## config.mk

```make
export PLATFORM = sky130hd
export DESIGN_NAME = sacache_engine
export DESIGN_NICKNAME = d
export VERILOG_FILES = /design/src/design/sacache_pkg.sv /design/src/design/sacache_engine.sv
export SDC_FILE = /design/constraint.sdc
export NUM_CORES = 1
export LEC_CHECK = 0
export BUFFER_PORTS_ARGS = -buffer_cell sky130_fd_sc_hd__clkbuf_2
export CORE_AREA = 3 3 499 501
export CTS_CLUSTER_DIAMETER = 100
export CTS_CLUSTER_SIZE = 14
export DETAILED_ROUTE_END_ITERATION = 12
export DIE_AREA = 0 0 502 504
export PLACE_DENSITY = 0.3
export SYNTH_ARGS = -nofsm -noshare
export SYNTH_HDL_FRONTEND = slang
export SYNTH_SLANG_ARGS = --single-unit
```

## constraint.sdc

```tcl
create_clock -name clock -period 3.2 [get_ports clock]
set_input_delay 0.16 -clock clock [delete_from_list [all_inputs] [get_ports clock]]
set_output_delay 0.16 -clock clock [all_outputs]
set_load 0.03 [all_outputs]
```

## src/design/sacache_pkg.sv

```systemverilog
// Shared types, constants and helpers for the set-associative cache simulator.
// Used by sacache_store, sacache_engine and set_assoc_cache_lru_sim; no dependencies.
package sacache_pkg;

   // Geometry
   localparam int MAX_SETS     = 64;
   localparam int WAYS         = 8;
   localparam int ADDR_W       = 64;
   localparam int TAG_W        = ADDR_W;
   localparam int CNT_W        = 32;

   // Largest usable set-bit count: largest n with 2^n <= MAX_SETS
   localparam int SET_BITS_MAX = $clog2(MAX_SETS + 1) - 1;
   localparam int SET_W        = (SET_BITS_MAX > 0) ? SET_BITS_MAX : 1;
   localparam int WAY_W        = (WAYS > 1) ? $clog2(WAYS) : 1;
   localparam int WCNT_W       = $clog2(WAYS + 1);

   // Config register widths
   localparam int SB_W         = 3;
   localparam int BB_W         = 6;
   localparam int WU_W         = 4;
   localparam int CSR_IDX_W    = 2;
   localparam int CSR_DATA_W   = 6;

   // Config register indexes
   localparam logic [CSR_IDX_W-1:0] CSR_SET_BITS   = 2'd0;
   localparam logic [CSR_IDX_W-1:0] CSR_BLOCK_BITS = 2'd1;
   localparam logic [CSR_IDX_W-1:0] CSR_WAYS_USED  = 2'd2;

   // Commands
   localparam logic [1:0] CMD_MODIFY = 2'd2;

   // Outcome codes
   localparam logic [1:0] OUT_HIT   = 2'd0;
   localparam logic [1:0] OUT_FILL  = 2'd1;
   localparam logic [1:0] OUT_EVICT = 2'd2;

   // One set: LRU order (entry 0 least recent), valid flags, tags
   typedef struct packed {
      logic [WAYS-1:0][WAY_W-1:0] lru;
      logic [WAYS-1:0]            valid;
      logic [WAYS-1:0][TAG_W-1:0] tags;
   } row_type;

   // Decoded access
   typedef struct packed {
      logic [SET_W-1:0]  set;
      logic [TAG_W-1:0]  tag;
      logic [WCNT_W-1:0] nways;
      logic              twice;
   } access_type;

   // Store port
   typedef struct packed {
      logic             rd;
      logic             wr;
      logic [SET_W-1:0] set;
      row_type          wdata;
   } store_req_type;

   // Row contents after reset or config write
   function automatic row_type reset_row();
      row_type r;
      r.valid = '0;
      r.tags  = '0;
      for (int w = 0; w < WAYS; w++) begin
         r.lru[w] = WAY_W'(w);
      end
      return r;
   endfunction

   // Saturating increment
   function automatic logic [CNT_W-1:0] sat_inc(input logic [CNT_W-1:0] v);
      return (&v) ? v : v + 1'b1;
   endfunction

endpackage

```

## src/design/sacache_engine.sv

```systemverilog
// Access sequencer: read set, match tags, update LRU and write back, count and respond.
// Drives sacache_store through store_req_type; uses sacache_pkg.
module sacache_engine (
   input  logic                          clock,
   input  logic                          reset,
   input  sacache_pkg::access_type       acc_i,
   input  logic                          req_fire,
   output logic                          ready,
   output sacache_pkg::store_req_type    st_req,
   input  sacache_pkg::row_type          st_row,
   output logic                          rsp_valid,
   input  logic                          rsp_ready,
   output logic [1:0]                    rsp_outcome,
   output logic                          rsp_last,
   output logic [sacache_pkg::CNT_W-1:0] hit_total,
   output logic [sacache_pkg::CNT_W-1:0] miss_total,
   output logic [sacache_pkg::CNT_W-1:0] evict_total
);
   import sacache_pkg::*;

   typedef enum logic [1:0] {IDLE, READ, MATCH, UPDATE} state_type;

   state_type         state_ff, state_in;
   access_type        acc_ff, acc_in;
   logic              second_ff, second_in;
   logic [WAY_W-1:0]  way_ff, way_in;
   logic [1:0]        outcome_ff, outcome_in;
   logic              rsp_valid_ff, rsp_valid_in;
   logic [1:0]        rsp_outcome_ff, rsp_outcome_in;
   logic              rsp_last_ff, rsp_last_in;
   logic [CNT_W-1:0]  hit_ff, hit_in;
   logic [CNT_W-1:0]  miss_ff, miss_in;
   logic [CNT_W-1:0]  evict_ff, evict_in;

   logic [WAYS-1:0]   hit_vec, inv_vec;
   logic [WAY_W-1:0]  hit_way, inv_way;
   logic              seen;
   row_type           row_new;
   logic              upd_fire;

   // Tag match over the ways in use, lowest way first
   always_comb begin
      hit_way = '0;
      inv_way = '0;
      for (int w = 0; w < WAYS; w++) begin
         hit_vec[w] = (WCNT_W'(w) < acc_ff.nways) && st_row.valid[w]
                      && (st_row.tags[w] == acc_ff.tag);
         inv_vec[w] = (WCNT_W'(w) < acc_ff.nways) && !st_row.valid[w];
      end
      for (int w = WAYS - 1; w >= 0; w--) begin
         if (hit_vec[w]) hit_way = WAY_W'(w);
         if (inv_vec[w]) inv_way = WAY_W'(w);
      end
   end

   // Row update: tag and valid for the chosen way, chosen way moved to most recent
   always_comb begin
      row_new = st_row;
      row_new.tags[way_ff]  = acc_ff.tag;
      row_new.valid[way_ff] = 1'b1;
      seen = 1'b0;
      for (int i = 0; i < WAYS; i++) begin
         if ((WCNT_W'(i) < acc_ff.nways) && (st_row.lru[i] == way_ff)) begin
            seen = 1'b1;
         end
         if (seen && (WCNT_W'(i) < acc_ff.nways)) begin
            if (WCNT_W'(i + 1) == acc_ff.nways) begin
               row_new.lru[i] = way_ff;
            end else if (i < WAYS - 1) begin
               row_new.lru[i] = st_row.lru[(i + 1) % WAYS];
            end
         end
      end
   end

   assign upd_fire = !rsp_valid_ff || rsp_ready;

   // Next state
   always_comb begin
      state_in       = state_ff;
      acc_in         = acc_ff;
      second_in      = second_ff;
      way_in         = way_ff;
      outcome_in     = outcome_ff;
      rsp_valid_in   = rsp_valid_ff && !rsp_ready;
      rsp_outcome_in = rsp_outcome_ff;
      rsp_last_in    = rsp_last_ff;
      hit_in         = hit_ff;
      miss_in        = miss_ff;
      evict_in       = evict_ff;
      st_req.rd      = 1'b0;
      st_req.wr      = 1'b0;
      st_req.set     = acc_ff.set;
      st_req.wdata   = row_new;
      unique case (state_ff)
         IDLE: begin
            if (req_fire) begin
               acc_in    = acc_i;
               second_in = 1'b0;
               state_in  = READ;
            end
         end
         READ: begin
            st_req.rd = 1'b1;
            state_in  = MATCH;
         end
         MATCH: begin
            if (|hit_vec) begin
               outcome_in = OUT_HIT;
               way_in     = hit_way;
            end else if (|inv_vec) begin
               outcome_in = OUT_FILL;
               way_in     = inv_way;
            end else begin
               outcome_in = OUT_EVICT;
               way_in     = st_row.lru[0];
            end
            state_in = UPDATE;
         end
         UPDATE: begin
            if (upd_fire) begin
               st_req.wr      = 1'b1;
               rsp_valid_in   = 1'b1;
               rsp_outcome_in = outcome_ff;
               rsp_last_in    = !(acc_ff.twice && !second_ff);
               if (outcome_ff == OUT_HIT) begin
                  hit_in = sat_inc(hit_ff);
               end else begin
                  miss_in = sat_inc(miss_ff);
               end
               if (outcome_ff == OUT_EVICT) begin
                  evict_in = sat_inc(evict_ff);
               end
               if (acc_ff.twice && !second_ff) begin
                  second_in = 1'b1;
                  state_in  = READ;
               end else begin
                  state_in  = IDLE;
               end
            end
         end
         default: state_in = IDLE;
      endcase
   end

   // State and registered outputs
   always_ff @(posedge clock) begin
      acc_ff         <= acc_in;
      second_ff      <= second_in;
      way_ff         <= way_in;
      outcome_ff     <= outcome_in;
      rsp_outcome_ff <= rsp_outcome_in;
      rsp_last_ff    <= rsp_last_in;
      if (reset) begin
         state_ff     <= IDLE;
         rsp_valid_ff <= 1'b0;
         hit_ff       <= '0;
         miss_ff      <= '0;
         evict_ff     <= '0;
      end else begin
         state_ff     <= state_in;
         rsp_valid_ff <= rsp_valid_in;
         hit_ff       <= hit_in;
         miss_ff      <= miss_in;
         evict_ff     <= evict_in;
      end
   end

   // Counters only move when a response is loaded, so they travel with it
   assign ready       = (state_ff == IDLE);
   assign rsp_valid   = rsp_valid_ff;
   assign rsp_outcome = rsp_outcome_ff;
   assign rsp_last    = rsp_last_ff;
   assign hit_total   = hit_ff;
   assign miss_total  = miss_ff;
   assign evict_total = evict_ff;

endmodule
```

==> impl_metrics.sql <==
INSERT INTO impl_metrics (metric_group, metric, value, unit) VALUES
('clock_network', 'worst_setup_hold_path_clk_slew', '0.11', 'ns'),
('synth', 'postSynth.asyncResetShare', '0', '%'),
('detailed_routing', 'vias_per_cell', '4.10', ''),
('worst_setup_path', 'arrival', '3.17', 'ns'),
('sta', 'number_of_max_slew_violations_in_the_final_report', '0', ''),
('grt', 'grt_antenna_before_repair', '235', ''),
('synth', 'ys_seq_area_share', '20.0', '%'),
('grt', 'grt_max_degree', '77', ''),
('worst_setup_path', 'critical_path_class', 'flop to output pin', ''),
('synth', 'syn_avg_cell_area', '8.05', 'um2'),
('sta', 'fmax', '300', 'MHz'),
('worst_setup_path', 'worstReg2RegStart', 'acc_ff[11]', ''),
('sta', 'setup_viol', '3', ''),
('detailed_routing', 'routedWlPerCell', '44.2', 'um'),
('sta', 'timing.final.crit_share', '104', '%'),
('final_layout', 'post_route_cells_drive_above_1_share', '47.4', '%'),
('placed_design', 'detailed_place_hpwl', '292000', 'um'),
('floorplanning', 'std_cell_rows', '182', ''),
('worst_setup_path', 'setup.reg_to_reg.worst_slack', '0.03', 'ns'),
('worst_setup_path', 'worstSetupStartpointType', 'flop', ''),
('synth', 'yosys-top-cells-area', 'mux2_2, xnor2_1, edfxtp_1', ''),
('floorplanning', 'die_boundary_height', '504', 'um'),
('grt', 'grt_use_total', '25.6', '%'),
('synth', 'synth_top_family_by_area', 'simple AND/OR/NAND/NOR gates', ''),
('floorplanning', 'floorplan.initialDensity', '9.18', '%'),
('synth', 'synthesis.instances', '2795', ''),
('synth', 'synth-edff-count', '84', ''),
('placed_design', 'port_buffers', '1275', ''),
('sta', 'finalHoldViolCount', '0', ''),
('pwr', 'power.ir.vdd_worst', '0.458', 'mV'),
('run_status', 'outcome', 'finished, violations left', ''),
('synth', 'synth-main-ff-cell', 'dfxtp_1', ''),
('worst_setup_path', 'cp-startpoint', 'way_ff[1]', ''),
('clock_network', 'cts_buffer_depth', '2', ''),
('pwr', 'p_leak', '15.8', 'nW'),
('clock_network', 'cts_tree', 'built', ''),
('synth', 'synthMuxAreaShare', '20.5', '%'),
('clock_network', 'cts_buffers', '17', ''),
('run_status', 'failed_checks', 'negative setup slack', ''),
('synth', 'netlist-cell-type-count', '65', ''),
('final_layout', 'design.final.nets', '4933', ''),
('synth', 'synth_largest_area_cell', 'mux2_2', ''),
('grt', 'grt_first_pass_wirelength', '406000', 'um'),
('synth', 'synthTopCellsByCount', 'xnor2_1, mux2_2, xor2_1', ''),
('min_path', 'hp-start', 'acc_i[25]', ''),
('floorplanning', 'die_area', '253000', 'um2'),
('detailed_routing', 'initialDrtViolationCount', '2865', ''),
('pwr', 'power-per-cell-area', '614', 'nW/um2'),
('synth', 'yosysTopAreaCellShare', '14.0', '%'),
('clock_network', 'root_buffer', 'clkbuf_16', ''),
('detailed_routing', 'postRouteWirelength', '337000', 'um'),
('min_path', 'hp-class', 'primary input to flop', ''),
('worst_setup_path', 'timing.critical_path.fanout_max', '6', ''),
('floorplanning', 'count_of_pins_on_the_block_boundary', '1276', ''),
('sta', 'setup_ws', '-0.135', 'ns'),
('sta', 'fin_worst_hold_slack', '0.0734', 'ns'),
('sta', 'slew_headroom', '35.0', '%'),
('clock_network', 'clock_sink_count', '183', ''),
('final_layout', 'layout.filler_cells', '28300', ''),
('final_layout', 'post_route_cell_area', '38300', 'um2'),
('sta', 'final.setup_skew', '0.0280', 'ns'),
('detailed_routing', 'antenna_violating_nets_post_route', '0', ''),
('synth', 'yosys_warnings', '0', ''),
('sta', 'unrepaired_setup_endpoints_after_global_routing', 'true', ''),
('placed_design', 'routabilityCongestion', '1.00', ''),
('synth', 'yosys.area_share.xor_xnor', '20.1', '%'),
('synth', 'synthAdderAreaFrac', '0.389', '%'),
('synth', 'postSynthNetCount', '3425', ''),
('clock_network', 'worst_skew_pair.late_latency', '0.55', 'ns'),
('final_layout', 'syn2layout_area_growth', '70.2', '%'),
('worst_setup_path', 'end_kind', 'output pin', '');
==> worst max-delay path: stages, from the launching register on <==
cell	delay (ns)
edfxtp_1	0.40
buf_6	0.16
xor2_1	0.17
nor4_2	0.37
nor3_2	0.10
o211a_1	0.17
o41ai_4	0.07
nor2_1	0.10
a2111o_1	0.46
buf_12	0.15
mux2_4	0.31
clkbuf_8	0.16
==> power breakdown <==
group	internal (mW)	switching, mW
Clock	1.12	1.52
Sequential	2.81	0.258
Combinational	5.32	12.5
==> placed cells by master (no fill, tap or decap), types with 18 or more instances in the layout <==
cell type      count
a21oi_1           31
and3_1            23
buf_12            95
buf_4            280
clkbuf_2        1246
dfxtp_1           99
diode_2           78
dlygate4sd3_1     71
edfxtp_1          84
inv_1             61
mux2_1           109
mux2_2           279
mux2i_1           18
nand2_1          217
nand2b_1         161
nand3_1           87
nand4_1          176
nor2_1           160
nor2b_1           49
nor3_1            32
nor4_1            90
o2111ai_1         24
o21ai_0          143
xnor2_1          286
xor2_1           218
==> area by class of cell <==
cell class,count,area [um2],share of cell area [%]
multi-input cells,2317,17400,45.4
diodes,78,195,0.510
inverters,68,255,0.666
well taps,3220,4030,10.5
flip-flops and latches,183,4500,11.8
clock buffers,17,425,1.11
repair buffers,1716,11300,29.4
clock inverters,15,228,0.595
==> state kept, by name, indices dropped and copies added (netlist names) <==
signal       flops
evict_total     32
rsp_valid        1
st_req           6
state_ff         2
miss_total      32
rsp_last         1
second_ff        1
hit_total       32
way_ff           3
rsp_outcome      2
acc_ff          69
outcome_ff       2
==> per-layer routing <==
metal	global-route usage (%)	wire length, um	part of all wire, %	vias to the layer above
met4	10.6	16300	4.8	146
met2	42.1	155000	46	1971
li1	-	-	-	13100
met1	29.6	132000	39	15500
met5	0	1000	0.30	-
met3	9.84	32300	9.6	518
==> what timing repair did <==
action                     in CTS  in global routing
pin swaps                      18                  7
cloned                          1                  0
buffers inserted               35                  5
hold buffers                   70                  1
setup endpoints to repair      67                 28
gates resized for setup        94                 38
hold endpoints to repair       70                  1
==> kinds of logic after synthesis <==
family / after synthesis
muxes: 412
AOI/OAI and AO/OA: 261
and+or+nand+nor: 1120
DFF: 183
xor gates and xnor gates: 517
adders and majority gates: 7
buffers and inverters: 295
==> per-stage QoR <==
stage          utilization, %  instances  TNS, ns  setup slack [ns]
5_1_grt                  15.6       7562    -1.92            -0.273
2_1_floorplan               -       2795        0             0.123
3_5_place_dp             14.6       7393    -3.51            -0.817
3_3_place_gp             14.6       7392   -19.72             -1.24
4_1_cts                  15.4       7530   -0.713            -0.174
6_report                 15.6       7614   -0.383            -0.135
==> path summary, 6_finish.rpt <==
path | to | cells past startpoint
max | st_req[543] | 11
min | acc_ff[25] | 1
max reg2reg | way_ff[1] | 10
min reg2reg | evict_total[1] | 2
(Power assumes the default switching activity.)
